==> config.mk <==
export PLATFORM = sky130hd
export DESIGN_NAME = length_prefixed_message_deframer_flat
export DESIGN_NICKNAME = d
export VERILOG_FILES = /design/src/sv/lpmd_pkg.sv /design/src/sv/lpmd_in_if.sv /design/src/sv/lpmd_out_if.sv /design/src/sv/length_prefixed_message_deframer.sv /design/src/flat_wrapper.sv
export SDC_FILE = /design/constraint.sdc
export NUM_CORES = 1
export LEC_CHECK = 0
export BUFFER_PORTS_ARGS = -buffer_cell sky130_fd_sc_hd__buf_2
export CAP_MARGIN = 20
export CORE_ASPECT_RATIO = 1.1
export CORE_MARGIN = 3
export CORE_UTILIZATION = 50
export CTS_CLUSTER_DIAMETER = 50
export DETAILED_ROUTE_END_ITERATION = 8
export PLACE_DENSITY_LB_ADDON = 0.2
export SYNTH_ARGS = -nofsm -noshare
export SYNTH_HDL_FRONTEND = slang
export SYNTH_SLANG_ARGS = --single-unit
==> constraint.sdc <==
create_clock -name clk_i -period 6.35 [get_ports clk_i]
set_input_delay 0 -clock clk_i [delete_from_list [all_inputs] [get_ports clk_i]]
set_output_delay 0 -clock clk_i [all_outputs]
set_load 0.02 [all_outputs]
==> src/sv/lpmd_pkg.sv <==
`default_nettype none
// ----------------------------------------------------------------------------
// lpmd_pkg: shared types and constants of the message deframer
// Result word layout, event and error codes, parser phases.
// ----------------------------------------------------------------------------
package lpmd_pkg;

  localparam int unsigned LineIdxW   = 16;
  localparam int unsigned HdrBytes   = 4;
  localparam logic [31:0] MaxLenRst  = 32'd4091;

  typedef enum logic [2:0] {
    EvHdrByte = 3'd0,
    EvMsgHdr  = 3'd1,
    EvLineHdr = 3'd2,
    EvPayload = 3'd3,
    EvError   = 3'd4
  } event_e;

  typedef enum logic [1:0] {
    ErrNone    = 2'd0,
    ErrTooLong = 2'd1,
    ErrOverrun = 2'd2
  } error_e;

  typedef enum logic [3:0] {
    PhType = 4'b0001,
    PhSize = 4'b0010,
    PhLhdr = 4'b0100,
    PhData = 4'b1000
  } phase_e;

  typedef struct packed {
    logic [2:0]  event_res;
    logic [7:0]  data_byte;
    logic [7:0]  message_type;
    logic [15:0] line_number;
    logic [31:0] line_len;
    logic        line_end;
    logic        message_end;
    logic [1:0]  error_code;
  } res_t;

endpackage
`default_nettype wire

==> src/sv/lpmd_in_if.sv <==
`default_nettype none
// ----------------------------------------------------------------------------
// lpmd_in_if: input byte channel
// Valid/ready channel carrying one stream byte per word.
// ----------------------------------------------------------------------------
interface lpmd_in_if;
  logic       valid;
  logic       ready;
  logic [7:0] stream_byte;

  modport source (output valid, output stream_byte, input ready);
  modport sink   (input valid, input stream_byte, output ready);
endinterface
`default_nettype wire

==> src/sv/lpmd_out_if.sv <==
`default_nettype none
// ----------------------------------------------------------------------------
// lpmd_out_if: result channel
// Valid/ready channel carrying one deframer result per word.
// ----------------------------------------------------------------------------
interface lpmd_out_if;
  logic           valid;
  logic           ready;
  lpmd_pkg::res_t res;

  modport source (output valid, output res, input ready);
  modport sink   (input valid, input res, output ready);
endinterface
`default_nettype wire

==> src/sv/length_prefixed_message_deframer.sv <==
`default_nettype none
// A result is registered into the output buffer when its byte is accepted.
// Throughput: 1 byte per cycle; each byte takes one pass through the parser
// logic into a two-word output buffer, so input stalls only when both are full.
// Reset: async active low; parser waits for a type byte, max_len_q = 4091.
// ----------------------------------------------------------------------------
// length_prefixed_message_deframer: length-prefixed message deframer
// Parses type, body size and length-prefixed lines; one result per byte.
// ----------------------------------------------------------------------------
module length_prefixed_message_deframer (
  input  wire logic        clk_i,
  input  wire logic        rst_ni,
  input  wire logic        cfg_we_i,
  input  wire logic [31:0] cfg_wdata_i,
  lpmd_in_if.sink          stream_i,
  lpmd_out_if.source       result_o
);

  localparam int unsigned IW = lpmd_pkg::LineIdxW;

  logic [31:0]       max_len_q;
  lpmd_pkg::phase_e  phase_q, phase_d;
  logic [1:0]        cnt_q, cnt_d;
  logic [31:0]       shift_q, shift_d;
  logic [7:0]        type_q, type_d;
  logic [31:0]       body_q, body_d;
  logic [31:0]       line_left_q, line_left_d;
  logic [IW-1:0]     line_cnt_q, line_cnt_d;
  logic [31:0]       line_len_q, line_len_d;

  lpmd_pkg::res_t    main_q, skid_q, res_d;
  logic              main_vld_q, skid_vld_q;

  logic              acc, pop;
  logic [7:0]        b;
  logic [31:0]       shift_nx, body_dec, line_dec, shown_ext;
  logic [1:0]        cnt_nx;
  logic [IW-1:0]     line_cnt_inc, shown;
  logic              last_hdr;

  assign b        = stream_i.stream_byte;
  assign acc      = stream_i.valid && stream_i.ready;
  assign pop      = main_vld_q && result_o.ready;
  assign stream_i.ready = !skid_vld_q;
  assign result_o.valid = main_vld_q;
  assign result_o.res   = main_q;

  assign shift_nx = {shift_q[23:0], b};
  assign cnt_nx   = cnt_q + 2'd1;
  assign last_hdr = (cnt_q == 2'(lpmd_pkg::HdrBytes - 1));
  assign body_dec = body_q - 32'd1;
  assign line_dec = line_left_q - 32'd1;
  assign line_cnt_inc = (line_cnt_q != {IW{1'b1}}) ? line_cnt_q + {{(IW-1){1'b0}}, 1'b1}
                                                    : line_cnt_q;

  always_comb begin
    phase_d     = phase_q;
    cnt_d       = cnt_q;
    shift_d     = shift_q;
    type_d      = type_q;
    body_d      = body_q;
    line_left_d = line_left_q;
    line_cnt_d  = line_cnt_q;
    line_len_d  = line_len_q;
    shown       = line_cnt_q;
    res_d             = '0;
    res_d.event_res   = lpmd_pkg::EvHdrByte;
    res_d.error_code  = lpmd_pkg::ErrNone;
    case (phase_q)
      lpmd_pkg::PhSize: begin
        shift_d = shift_nx;
        cnt_d   = cnt_nx;
        if (last_hdr) begin
          if (shift_nx > max_len_q) begin
            res_d.event_res  = lpmd_pkg::EvError;
            res_d.error_code = lpmd_pkg::ErrTooLong;
            phase_d          = lpmd_pkg::PhType;
          end else begin
            res_d.event_res = lpmd_pkg::EvMsgHdr;
            body_d          = shift_nx;
            if (shift_nx == 32'd0) begin
              res_d.message_end = 1'b1;
              phase_d           = lpmd_pkg::PhType;
            end else begin
              phase_d = lpmd_pkg::PhLhdr;
            end
          end
        end
      end
      lpmd_pkg::PhLhdr: begin
        if (cnt_q == 2'd0 && body_q < 32'(lpmd_pkg::HdrBytes)) begin
          res_d.event_res  = lpmd_pkg::EvError;
          res_d.error_code = lpmd_pkg::ErrOverrun;
          phase_d          = lpmd_pkg::PhType;
        end else begin
          shift_d = shift_nx;
          body_d  = body_dec;
          cnt_d   = cnt_nx;
          if (last_hdr) begin
            if (shift_nx > body_dec) begin
              res_d.event_res  = lpmd_pkg::EvError;
              res_d.error_code = lpmd_pkg::ErrOverrun;
              phase_d          = lpmd_pkg::PhType;
            end else begin
              res_d.event_res = lpmd_pkg::EvLineHdr;
              line_len_d      = shift_nx;
              line_left_d     = shift_nx;
              if (shift_nx == 32'd0) begin
                res_d.line_end = 1'b1;
                line_cnt_d     = line_cnt_inc;
                if (body_dec == 32'd0) begin
                  res_d.message_end = 1'b1;
                  phase_d           = lpmd_pkg::PhType;
                end
              end else begin
                phase_d = lpmd_pkg::PhData;
              end
            end
          end
        end
      end
      lpmd_pkg::PhData: begin
        res_d.event_res = lpmd_pkg::EvPayload;
        res_d.data_byte = b;
        line_left_d     = line_dec;
        body_d          = body_dec;
        if (line_dec == 32'd0) begin
          res_d.line_end = 1'b1;
          line_cnt_d     = line_cnt_inc;
          if (body_dec == 32'd0) begin
            res_d.message_end = 1'b1;
            phase_d           = lpmd_pkg::PhType;
          end else begin
            phase_d = lpmd_pkg::PhLhdr;
          end
        end
      end
      default: begin
        type_d      = b;
        line_cnt_d  = '0;
        line_len_d  = '0;
        line_left_d = '0;
        body_d      = '0;
        shift_d     = '0;
        cnt_d       = '0;
        shown       = '0;
        phase_d     = lpmd_pkg::PhSize;
      end
    endcase
    shown_ext          = 32'(shown);
    res_d.message_type = type_d;
    res_d.line_len     = line_len_d;
    res_d.line_number  = shown_ext[15:0];
  end

  always_ff @(posedge clk_i or negedge rst_ni) begin
    if (!rst_ni) begin
      max_len_q   <= lpmd_pkg::MaxLenRst;
      phase_q     <= lpmd_pkg::PhType;
      cnt_q       <= '0;
      shift_q     <= '0;
      type_q      <= '0;
      body_q      <= '0;
      line_left_q <= '0;
      line_cnt_q  <= '0;
      line_len_q  <= '0;
    end else begin
      if (cfg_we_i) begin
        max_len_q <= cfg_wdata_i;
      end
      if (acc) begin
        phase_q     <= phase_d;
        cnt_q       <= cnt_d;
        shift_q     <= shift_d;
        type_q      <= type_d;
        body_q      <= body_d;
        line_left_q <= line_left_d;
        line_cnt_q  <= line_cnt_d;
        line_len_q  <= line_len_d;
      end
    end
  end

  // output buffer: main word plus skid word
  always_ff @(posedge clk_i or negedge rst_ni) begin
    if (!rst_ni) begin
      main_vld_q <= 1'b0;
      skid_vld_q <= 1'b0;
    end else if (skid_vld_q) begin
      if (pop) begin
        skid_vld_q <= 1'b0;
      end
    end else if (main_vld_q) begin
      if (!pop && acc) begin
        skid_vld_q <= 1'b1;
      end else if (pop && !acc) begin
        main_vld_q <= 1'b0;
      end
    end else if (acc) begin
      main_vld_q <= 1'b1;
    end
  end

  always_ff @(posedge clk_i) begin
    if (skid_vld_q) begin
      if (pop) begin
        main_q <= skid_q;
      end
    end else if (acc) begin
      if (main_vld_q && !pop) begin
        skid_q <= res_d;
      end else begin
        main_q <= res_d;
      end
    end
  end

  a_skid_behind_main: assert property (@(posedge clk_i) disable iff (!rst_ni)
    skid_vld_q |-> main_vld_q)
    else $error("skid word held without main word");

  a_err_code_match: assert property (@(posedge clk_i) disable iff (!rst_ni)
    main_vld_q |-> ((main_q.event_res == lpmd_pkg::EvError) ==
                    (main_q.error_code != lpmd_pkg::ErrNone)))
    else $error("error code and event disagree");

  a_msg_end_resync: assert property (@(posedge clk_i) disable iff (!rst_ni)
    (acc && (res_d.message_end || res_d.event_res == lpmd_pkg::EvError))
    |=> phase_q == lpmd_pkg::PhType)
    else $error("parser did not return to type phase");

  a_data_only_payload: assert property (@(posedge clk_i) disable iff (!rst_ni)
    (main_vld_q && main_q.event_res != lpmd_pkg::EvPayload) |-> main_q.data_byte == 8'd0)
    else $error("data byte outside payload event");

  a_phase_onehot: assert property (@(posedge clk_i) disable iff (!rst_ni)
    $onehot(phase_q))
    else $error("phase register not one-hot");

endmodule
`default_nettype wire

==> src/flat_wrapper.sv <==
// flat-port wrapper written by rule: the top's interface ports become plain ports
module length_prefixed_message_deframer_flat 
  (clk_i, rst_ni, cfg_we_i, cfg_wdata_i, stream_i_valid, stream_i_stream_byte, stream_i_ready, result_o_valid, result_o_res, result_o_ready);
  lpmd_in_if stream_i_i ();
  lpmd_out_if result_o_i ();
  input  wire logic clk_i;
  input  wire logic rst_ni;
  input  wire logic cfg_we_i;
  input  wire logic [31:0] cfg_wdata_i;
  input wire logic [$bits(stream_i_i.valid)-1:0] stream_i_valid;
  input wire logic [$bits(stream_i_i.stream_byte)-1:0] stream_i_stream_byte;
  output wire logic [$bits(stream_i_i.ready)-1:0] stream_i_ready;
  output wire logic [$bits(result_o_i.valid)-1:0] result_o_valid;
  output wire logic [$bits(result_o_i.res)-1:0] result_o_res;
  input wire logic [$bits(result_o_i.ready)-1:0] result_o_ready;
  assign stream_i_i.valid = stream_i_valid;
  assign stream_i_i.stream_byte = stream_i_stream_byte;
  assign stream_i_ready = stream_i_i.ready;
  assign result_o_valid = result_o_i.valid;
  assign result_o_res = result_o_i.res;
  assign result_o_i.ready = result_o_ready;
  length_prefixed_message_deframer u_core (.clk_i(clk_i), .rst_ni(rst_ni), .cfg_we_i(cfg_we_i), .cfg_wdata_i(cfg_wdata_i), .stream_i(stream_i_i), .result_o(result_o_i));
endmodule
# [Word-level counts from Yosys, hierarchy flattened]
# Index checks and enable logic that the tools add are counted.
[word_totals] ff_bits=326 wordCells=146 input_bits=45
[op_classes] bitwise_logic=3 mux=70 n_reduce_logical=23 add_sub_neg=4 magnitude_cmp=3 n_eq_ne=16
[ops] operator="two-way mux 32 bit" n=9
[ops] operator="two-way mux 71 bit" n=4
[ops] operator="one-hot mux 32 bit (3 select lines)" n=2
[ops] operator="two-way mux 16 bit" n=7
[ops] operator="zero test 32 bit" n=3
[ops] operator="one-hot mux 24 bit (3 select lines)" n=1
[ops] operator="greater-than comparator 32 bit" n=2
[ops] operator="one-hot mux 32 bit (2 select lines)" n=1
[ops] operator="subtractor 32 x 1 -> 32 bit, second input constant" n=2
[ops] operator="one-hot mux 16 bit (3 select lines)" n=1
[ops] operator="two-way mux 4 bit" n=9
[ops] operator="< comparator 32 x 3 -> 1 bit, second input constant" n=1
[ops] operator="two-way mux 24 bit" n=1
[ops] operator="two-way mux 3 bit" n=8
[ops] operator="adder 16 x 1 -> 16 bit, second input constant" n=1
[ops] operator="two-way mux 8 bit" n=2
[ops] operator="!= test 16 bit, second input constant" n=1
[ops] operator="two-way mux 2 bit" n=7
[ops] operator="two-way mux 1 bit" n=12
[ops] operator="one-hot mux 4 bit (3 select lines)" n=1
[ops] operator="!= test 2 x 1 -> 1 bit, second input constant" n=5
[ops] operator="AND reduction 5 bit" n=2
[ops] operator="one-hot mux 3 bit (3 select lines)" n=1
[ops] operator="AND reduction 3 bit" n=3
[ops] operator="other kinds (21)" n=33

# [Longest topological paths before layout]
# Gate-level depths: netlist of the first run.
[logic_depth] ltp_word=11 mapped_depth=21

# [Worst setup path before layout of the first run]
# Ideal clock, no wire load.
[synth_path] path_type="register -> register" from="register u_core.body_q[9]" to="register u_core.main_q (netlist bit u_core.result_o.res[10]), data pin" t_arrival_ps=4792 period_less_slack_ps=5052 stages_incl_launch_ff=19 setup_slack_ps=1298 cell_sequence="dfrtp_1 > buf_2 > or4_1 > or4_1 > nor2_1 > nand2_1 > or3_1 > xor2_1 > ha_1 > nand4_1 > nor4_1 > o211ai_2 > a2111oi_1 > nand2_1 > o21ai_1 > nor2_1 > clkbuf_1 > a32o_1 > mux2_2"
[synth_via] elab_chain_len=9 elab_cells_between_ends=11 classes_between="add/sub (1); order compare (2); mux (7); reduce/logical (1)"
[synth_rtl] item="from (decl)" line="length_prefixed_message_deframer.sv:26" text="logic [31:0] body_q, body_d;"
[synth_rtl] item="from (signal assigned)" line="length_prefixed_message_deframer.sv:176" text="body_q <= body_d;"
[synth_rtl] item="subtractor 32 x 1 -> 32 bit" line="length_prefixed_message_deframer.sv:51" text="assign body_dec = body_q - 32'd1;"
[synth_rtl] item="greater-than comparator 32 bit" line="length_prefixed_message_deframer.sv:100" text="if (shift_nx > body_dec) begin"
[synth_rtl] item="two-way mux 32 bit" line="length_prefixed_message_deframer.sv:100"
[synth_rtl] item="two-way mux 32 bit" line="length_prefixed_message_deframer.sv:99" text="if (last_hdr) begin"
[synth_rtl] item="two-way mux 32 bit *" line="length_prefixed_message_deframer.sv:91" text="if (cnt_q == 2'd0 && body_q < 32'(lpmd_pkg::HdrBytes)) begin"
[synth_rtl] item="one-hot mux 32 bit (2 select lines) *" line="length_prefixed_message_deframer.sv:69" text="case (phase_q)"
[synth_rtl] item="via u_core.line_len_d[6]" line="length_prefixed_message_deframer.sv:29" text="logic [31:0] line_len_q, line_len_d;"
[synth_rtl] item="two-way mux 71 bit *" line="length_prefixed_message_deframer.sv:210" text="if (main_vld_q && !pop) begin"
[synth_rtl] item="two-way mux 71 bit *" line="length_prefixed_message_deframer.sv:209" text="end else if (acc) begin"
[synth_rtl] item="two-way mux 71 bit *" line="length_prefixed_message_deframer.sv:205" text="if (skid_vld_q) begin"
[synth_rtl] item="to (signal assigned)" line="length_prefixed_message_deframer.sv:207" text="main_q <= skid_q;"
[synth_rtl] item="to (signal assigned)" line="length_prefixed_message_deframer.sv:213" text="main_q <= res_d;"
[synth_rtl] item="to (decl)" line="length_prefixed_message_deframer.sv:31" text="lpmd_pkg::res_t main_q, skid_q, res_d;"
# The timed path passes the listed nets; every way through them passes the cells marked *. The select of a mux whose other input is x is not followed.
# A chain may end at the register's enable or synchronous reset.

# [Worst setup path after layout of the first run]
[layout_path] from="register u_core.body_q[7]" to="register u_core.main_q (netlist bit u_core.result_o.res[11]), data pin"
# Same word-level chain as after synthesis.

==> out/metrics.yaml, run 1 <==
grt:
  grt_max_degree: 72
  first_global_vias: 13300
  grt_usage_pct: 25.9
  antenna_found_initial: 0
  grt-ovfl-total: 0
  grt_pass1_wl_mm: 74.6
timing:
  period_minus_slack_ns: 5.82
  tns_ns: 0
  post-route-period-util_pct: 91.7
  max_freq_ghz: 0.172
  rsz0062_at_grt: "false"
  final-hold-violation-count: 0
  slew_headroom_pct: 29.4
  maxSlewViolCount: 0
  setup_viol: 0
  fin_worst_skew_ns: 0.0121
  worst_pin_slew_ns: 1.06
clock_tree:
  cts_tree: "done"
  cts.htree.levels: 2
  numCtsBuffers: 38
  path_clk_slew_ns: 0.06
  clock-sinks: 326
  postCtsSetupBuffers: 0
  clock_latency_ns: 0.53
  clk_path_buf_depth: 3
  cts_root_buf: "clkbuf_16"
routing:
  met3_length_mm: 3.64
  dr.pass1.iters: 5
  post_drt_wl_per_cell_um: 21.8
  vias: 13700
  drc_errors: 0
  dr_wl_met2_mm: 22.1
  first_iter_violations: 1241
  wirelength_mm: 47.7
  topRoutingLayerUsed: "met4"
  final_antenna_net_count: 0
  via_per_inst: 6.25
  wl_met1_mm: 19.9
setup_path:
  reg2reg_setup_slack_ns: 0.53
  critPathCaptureType: "register"
  r2r_cells: 15
  reg2reg_to: "u_core.result_o.res[11]$_DFFE_PP_"
  worst-path-buf-inv: 0
  worstSetupStartpointType: "register"
  cp_cell_sequence: "or4_1 -> nor4b_1 -> nand3_1 -> nor3_1 -> xnor2_1 -> ha_1 -> nand4_1 -> nor4_2 -> o211ai_2 -> a2111oi_1 -> nand2_1 -> o21ai_1 -> nor2_4 -> a32o_1 -> mux2_2"
  critPathMaxFanout: 32
  critPathArrivalTime_ns: 6.10
  cp.depth: 15
  slowest_stage: "a2111oi_1"
  required_ns: 6.63
  r2r-start: "u_core.body_q[7]$_DFFE_PN0P_"
  path_delay_family: "simple AND/OR/NAND/NOR gates"
  path_class: "register to register"
  cp_slowest_stage_delay_ns: 0.65
yosys:
  synth-seq-area-share_pct: 52.3
  ys.flop_type: "dfrtp_1"
  synth_warnings: 0
  synth_seq_cells: 326
  syn_nets: 1713
  synth_edf_count: 142
  synth-adder-area-share_pct: 5.09
  synth_area_um2: 17000
  muxShareOfSynthArea_pct: 4.83
  ys_types: 82
  synth_top_family_by_area: "compound AO/OA/AOI/OAI gates"
  synth.avg_cell_area_um2: 10.6
  synthArstFlopShare_pct: 56.4
  synth-simple-area-share_pct: 14.6
  yosys.area_share.xor_xnor_pct: 1.91
  synth_compound_area_share_pct: 17.5
  netlist_instances: 1599
floorplanning:
  dieHeight_um: 199
  die_area_um2: 36200
  fp.coreArea_um2: 33400
  num_io_pins: 118
  start_util_pct: 50.9
  rows: 70
  die_width_um: 182
power_and_ir_drop:
  switching_share_pct: 40.1
  p_sw_w: 0.00362
  p_per_area_nw_per_um2: 457
  peakVddDrop_mv: 0.284
  internal-power_w: 0.00540
  pwr-share-comb_pct: 39.1
  pwr-share-seq_pct: 35.8
  clkPwrFrac_pct: 25.1
  p_leak_nw: 8.25
placed_design:
  numPortBuffers: 117
  dp_hpwl_mm: 30.6
  gp_congestion: 0.919
final_layout:
  layout-drive-gt1-share_pct: 18.5
  final_common_cell: "dfrtp_1"
  layout_common_cells: "172 x dfrtp_1, 144 x nand2_1, 142 x o21ai_0, 142 x edfxtp_1, 128 x nor2_1"
  num_antenna_cells: 0
  area_growth_pct: 16.3
  utilization_pct: 59.2
  nets: 1841
run_status:
  status: "complete, no violations"
min_path:
  hold_path.class: "input port to asynchronous set/reset pin"
flow_run:
  cap_violations: 0
-- layer usage --
metal  GRT usage (%)  up-vias
met3            4.97      115
met5               0        -
met4            10.6        0
met1            34.6     6681
met2            41.8      622
li1                -     6256
-- cells in the mapped netlist, drive strengths merged, types with 9 or more instances --
library cell,count,area (um2)
dfstp,12,315
nand3,25,125
and2,25,156
clkbuf,80,302
nand2,144,541
a22o,70,613
inv,60,225
nor2,131,494
nor4,34,253
or4,16,124
nand4,24,156
o31ai,9,67.6
or3,12,75.1
nor3,36,190
and3,9,56.3
xnor2,29,254
buf,20,123
a32oi,10,87.6
a32o,35,350
o21ai,145,729
a21oi,94,470
mux2,72,811
a31oi,10,62.6
edfxtp,142,4260
dfrtp,172,4300
a22oi,17,128
a21o,9,67.6
ha,69,863
-- worst reg2reg max path, delay by kind of cell, from the launching register on --
| kind | cells | cell delay [ns] |
|---|---|---|
| AND/OR/NAND/NOR | 8 | 2.90 |
| AO/OA/AOI/OAI | 4 | 1.54 |
| flip-flops | 1 | 0.45 |
| adder cells (fa/ha/maj) | 1 | 0.31 |
| multiplexers | 1 | 0.26 |
| XOR/XNOR | 1 | 0.13 |
-- power groups by stage --
| stage | Clock (W) | Combinational [W] | Sequential, W |
|---|---|---|---|
| after global routing | 0.00239 | 0.00386 | 0.00328 |
| final | 0.00226 | 0.00353 | 0.00323 |
| after global placement | 0 | 0.00338 | 0.00324 |
| after CTS | 0.00230 | 0.00348 | 0.00322 |
| after floorplan | 0 | 0.00219 | 0.00336 |
| after detailed placement | 0 | 0.00344 | 0.00326 |
-- cells by family (layout without fill, tap and decap cells) --
logic type | count (synthesis) | after routing
XOR/XNOR | 37 | 37
multiplexers | 73 | 73
buffers and inverters | 160 | 318
adder cells (fa/ha/maj) | 69 | 69
AO/OA/AOI/OAI | 442 | 442
AND/OR/NAND/NOR | 492 | 492
flip-flops | 326 | 326
-- per-stage QoR --
step / cells / power (W) / setup slack [ns] / instance area (um2) / hold WS, ns
finish: 2189 / 0.00903 / 0.528 / 19700 / 0.0408
global route: 2189 / 0.00953 / 0.110 / 19700 / 0.0264
CTS: 2187 / 0.00901 / 0.469 / 19700 / 0.0177
detailed placement: 2078 / 0.00670 / 0.489 / 18000 / 0.0649
global placement: 2078 / 0.00662 / 0.660 / 18000 / 0.0623
floorplan: 1599 / 0.00555 / 1.30 / 17000 / -0.296
-- flip-flops by register name, summed over array words and instances (netlist names) --
name	flops
u_core.body_q	32
u_core.cnt_q	2
u_core.line_cnt_q	16
u_core.line_left_q	32
u_core.line_len_q	32
u_core.max_len_q	32
u_core.phase_q	4
u_core.result_o.res	71
u_core.result_o.valid	1
u_core.shift_q	24
u_core.skid_q	71
u_core.skid_vld_q	1
u_core.type_q	8
-- worst max path at each step --
stage	end	startpoint	slack, ns
detailed placement	u_core.result_o.res[17]$_DFFE_PP_	u_core.body_q[12]$_DFFE_PN0P_	0.49
global route	u_core.result_o.res[17]$_DFFE_PP_	u_core.body_q[0]$_DFFE_PN0P_	0.11
floorplan	u_core.result_o.res[10]$_DFFE_PP_	u_core.body_q[9]$_DFFE_PN0P_	1.30
finish	u_core.result_o.res[11]$_DFFE_PP_	u_core.body_q[7]$_DFFE_PN0P_	0.53
CTS	u_core.result_o.res[20]$_DFFE_PP_	u_core.body_q[12]$_DFFE_PN0P_	0.47
global placement	u_core.result_o.res[11]$_DFFE_PP_	u_core.body_q[12]$_DFFE_PN0P_	0.66
-- final cells by class --
cell class | count | area (um2)
clock buffer | 51 | 1050
clock inverter | 19 | 254
tap | 432 | 541
sequential | 326 | 8880
timing repair buffer | 188 | 1260
fill | 2712 | 13600
multi-input combinational | 1113 | 7520
inverter | 60 | 225
-- timing repair --
action | 4_1_cts | 5_1_grt
endpoints found under the hold margin | 107 | 0
hold buffers | 39 | 0
endpoints found under the setup margin | 0 | 49
gates resized for setup | 0 | 1
(Power assumes the default switching activity.)
==> run 2: changes to the inputs <==
--- a/config.mk
+++ b/config.mk
@@ -9,7 +9,7 @@
 export CAP_MARGIN = 20
 export CORE_ASPECT_RATIO = 1.1
 export CORE_MARGIN = 3
-export CORE_UTILIZATION = 50
+export CORE_UTILIZATION = 55
 export CTS_CLUSTER_DIAMETER = 50
 export DETAILED_ROUTE_END_ITERATION = 8
 export PLACE_DENSITY_LB_ADDON = 0.2
==> constraint.sdc (replaced) <==
create_clock -name clk_i -period 7.4 [get_ports clk_i]
set_input_delay 0 -clock clk_i [delete_from_list [all_inputs] [get_ports clk_i]]
set_output_delay 0 -clock clk_i [all_outputs]
set_load 0.02 [all_outputs]
==> run 2 against run 1 <==
Net effect:
- utilization up 6.2 points
- setup slack improved by 0.92 ns
- fmax shrank 2.2%
- register-to-register slack better by 0.92 ns
- sequential share of layout area rose by 0.34 points
- largest power group unchanged
==> out/metrics.yaml, run 2 (same netlist as run 1, synthesis figures left out) <==
run_status:
  status: "complete, no violations"
setup_path:
  reg2reg_setup_slack_ns: 1.45  # +0.92 ns
  required_ns: 7.85  # +1.22 ns
  cp_slowest_stage_delay_ns: 0.64  # about the same
  worstSetupStartpointType: "register"
  critPathMaxFanout: 18  # -44%
  r2r_cells: 16  # +1
  r2r-start: "u_core.body_q[7]$_DFFE_PN0P_"
  reg2reg_to: "u_core.line_len_q[2]$_DFFE_PN0P_"
  critPathArrivalTime_ns: 6.40  # +0.30 ns
  cp_cell_sequence: "or4_1 -> nor4b_1 -> nand3_1 -> nor3_1 -> xnor2_1 -> ha_1 -> nand4_1 -> nor4_1 -> o211ai_2 -> a2111oi_1 -> nand2_1 -> o21ai_2 -> and2_1 -> and3_1 -> buf_4 -> a22o_1"
  startpoint: "u_core.body_q[7]$_DFFE_PN0P_"
  path_class: "register to register"
  slowest_stage: "nor4b_1"
  critPathCaptureType: "register"
clock_tree:
  cts_root_buf: "clkbuf_16"
  clk_path_buf_depth: 3  # unchanged
  numCtsBuffers: 38  # unchanged
  postCtsSetupBuffers: 0  # unchanged
  clock_latency_ns: 0.52  # about the same
  cts.htree.levels: 2  # unchanged
  clock-sinks: 326  # unchanged
  path_clk_slew_ns: 0.06  # about the same
  cts_tree: "done"
timing:
  rsz0062_at_grt: "false"
  worst_pin_slew_ns: 1.09  # +0.0336 ns
  fin_worst_skew_ns: 0.0148  # +0.00267 ns
  max_freq_ghz: 0.168  # -2.2%
  tns_ns: 0  # unchanged
  setup_viol: 0  # unchanged
  period_minus_slack_ns: 5.95  # +0.132 ns
  final-hold-violation-count: 0  # unchanged
  maxSlewViolCount: 0  # unchanged
  post-route-period-util_pct: 80.5  # -11 points
  slew_headroom_pct: 27.1  # -2.2 points
grt:
  grt_usage_pct: 27.7  # +1.9 points
  grt_pass1_wl_mm: 72.9  # -2.3%
  first_global_vias: 13200  # -1.4%
  antenna_found_initial: 0  # unchanged
  grt_max_degree: 110  # +53%
  grt-ovfl-total: 0  # unchanged
floorplanning:
  die_width_um: 174  # -4.5%
  fp.coreArea_um2: 30000  # -10%
  dieHeight_um: 190  # -4.5%
  rows: 66  # -5.7%
  start_util_pct: 56.6  # +5.8 points
  num_io_pins: 118  # unchanged
  die_area_um2: 33000  # -8.8%
power_and_ir_drop:
  p_per_area_nw_per_um2: 386  # -16%
  switching_share_pct: 40.7  # +0.57 points
  power.total_w: 0.00757  # -16%
  p_sw_w: 0.00308  # -15%
  p_leak_nw: 8.20  # -0.55%
  pwr-share-seq_pct: 36.3  # +0.5 points
  internal-power_w: 0.00449  # -17%
  peakVddDrop_mv: 0.245  # -14%
  pwr-share-comb_pct: 39.7  # +0.6 points
  clkPwrFrac_pct: 24.0  # -1.1 points
final_layout:
  fill_cells: 2316  # -15%
  final_area_um2: 19600  # -0.75%
  area_growth_pct: 15.4
  layout-drive-gt1-share_pct: 18.4  # -0.10 points
  num_antenna_cells: 0  # unchanged
  nets: 1842  # +0.054%
  final_common_cell: "dfrtp_1"
  layout_common_cells: "172 x dfrtp_1, 144 x nand2_1, 142 x o21ai_0, 142 x edfxtp_1, 128 x nor2_1"
flow_run:
  cap_violations: 0  # unchanged
routing:
  vias: 13800  # +0.70%
  dr.pass1.iters: 6  # +1
  wirelength_mm: 46.6  # -2.1%
  post_drt_wl_per_cell_um: 21.5  # -1.0%
  first_iter_violations: 1542  # +24%
  drc_errors: 0  # unchanged
  via_per_inst: 6.36  # +1.9%
  final_antenna_net_count: 0  # unchanged
placed_design:
  numPortBuffers: 117  # unchanged
  gp_congestion: 1.03  # +12%
  postPlaceCellArea_um2: 17900  # -0.26%
  dp_hpwl_mm: 30.4  # -0.47%
min_path:
  hold_path_depth: 2
  hold_path.class: "input port to register"
  holdPathEnd: "u_core.shift_q[6]$_DFFE_PN0P_"
  hold_start: "stream_i_stream_byte[6]"
## run 2: critical path: cells and delay by family (launching register included)
family	cells	cell delay [ns]
simple gates	9	3.51
xor+xnor	1	0.15
flops	1	0.45
buf+inv	1	0.34
fa+ha+maj	1	0.32
compound gates	4	1.12
## run 2: cell type report
cell class	count	area [um2]	area share [%]
sequential	326	8880	45.3
multi-input combinational	1113	7500	38.3
timing repair buffer	189	1260	6.42
clock buffer	46	1010	5.16
tap	408	510	2.61
inverter	60	225	1.15
clock inverter	22	200	1.02
## run 2: worst max path at each step
| stage | end | slack [ns] | cells past startpoint |
|---|---|---|---|
| after floorplan | u_core.result_o.res[10]$_DFFE_PP_ | 2.35 | 18 |
| after global placement | u_core.line_cnt_q[15]$_DFFE_PN0P_ | 1.65 | 14 |
| after detailed placement | u_core.line_cnt_q[15]$_DFFE_PN0P_ | 1.65 | 14 |
| after CTS | u_core.line_len_q[2]$_DFFE_PN0P_ | 1.62 | 15 |
| after global routing | u_core.line_cnt_q[15]$_DFFE_PN0P_ | 1.06 | 16 |
| final | u_core.line_len_q[2]$_DFFE_PN0P_ | 1.45 | 16 |
## run 2: power by group through the flow
stage               combinational, W  clock [W]  sequential (W)
global route                 0.00328    0.00192         0.00278
floorplan                    0.00188          0         0.00289
CTS                          0.00297    0.00184         0.00274
global placement             0.00288          0         0.00275
finish                       0.00300    0.00181         0.00275
detailed placement           0.00294          0         0.00277
## run 2: metal layers
layer,GRT usage (%),up-vias,part of all wire [%]
met5,0,-,0
met4,12.2,0,4.8
met3,4.72,142,8.4
met2,44.4,696,46
met1,37.5,6687,41
li1,-,6245,-
## run 2: timing repair
item	in CTS	in global routing
hold buffers	38	1
resized for setup	0	0
hold endpoints to repair	135	26
## run 2: metrics by stage
step                      worst slack [ns]  instances  hold WS (ns)  utilization [%]
after floorplan                       2.35       1599        -0.296                -
after global placement                1.65       2055         0.203             59.9
final                                 1.45       2164        0.0321             65.4
after detailed placement              1.65       2055         0.199             59.9
after CTS                             1.62       2161      0.000603             65.2
after global routing                  1.06       2164        0.0102             65.4
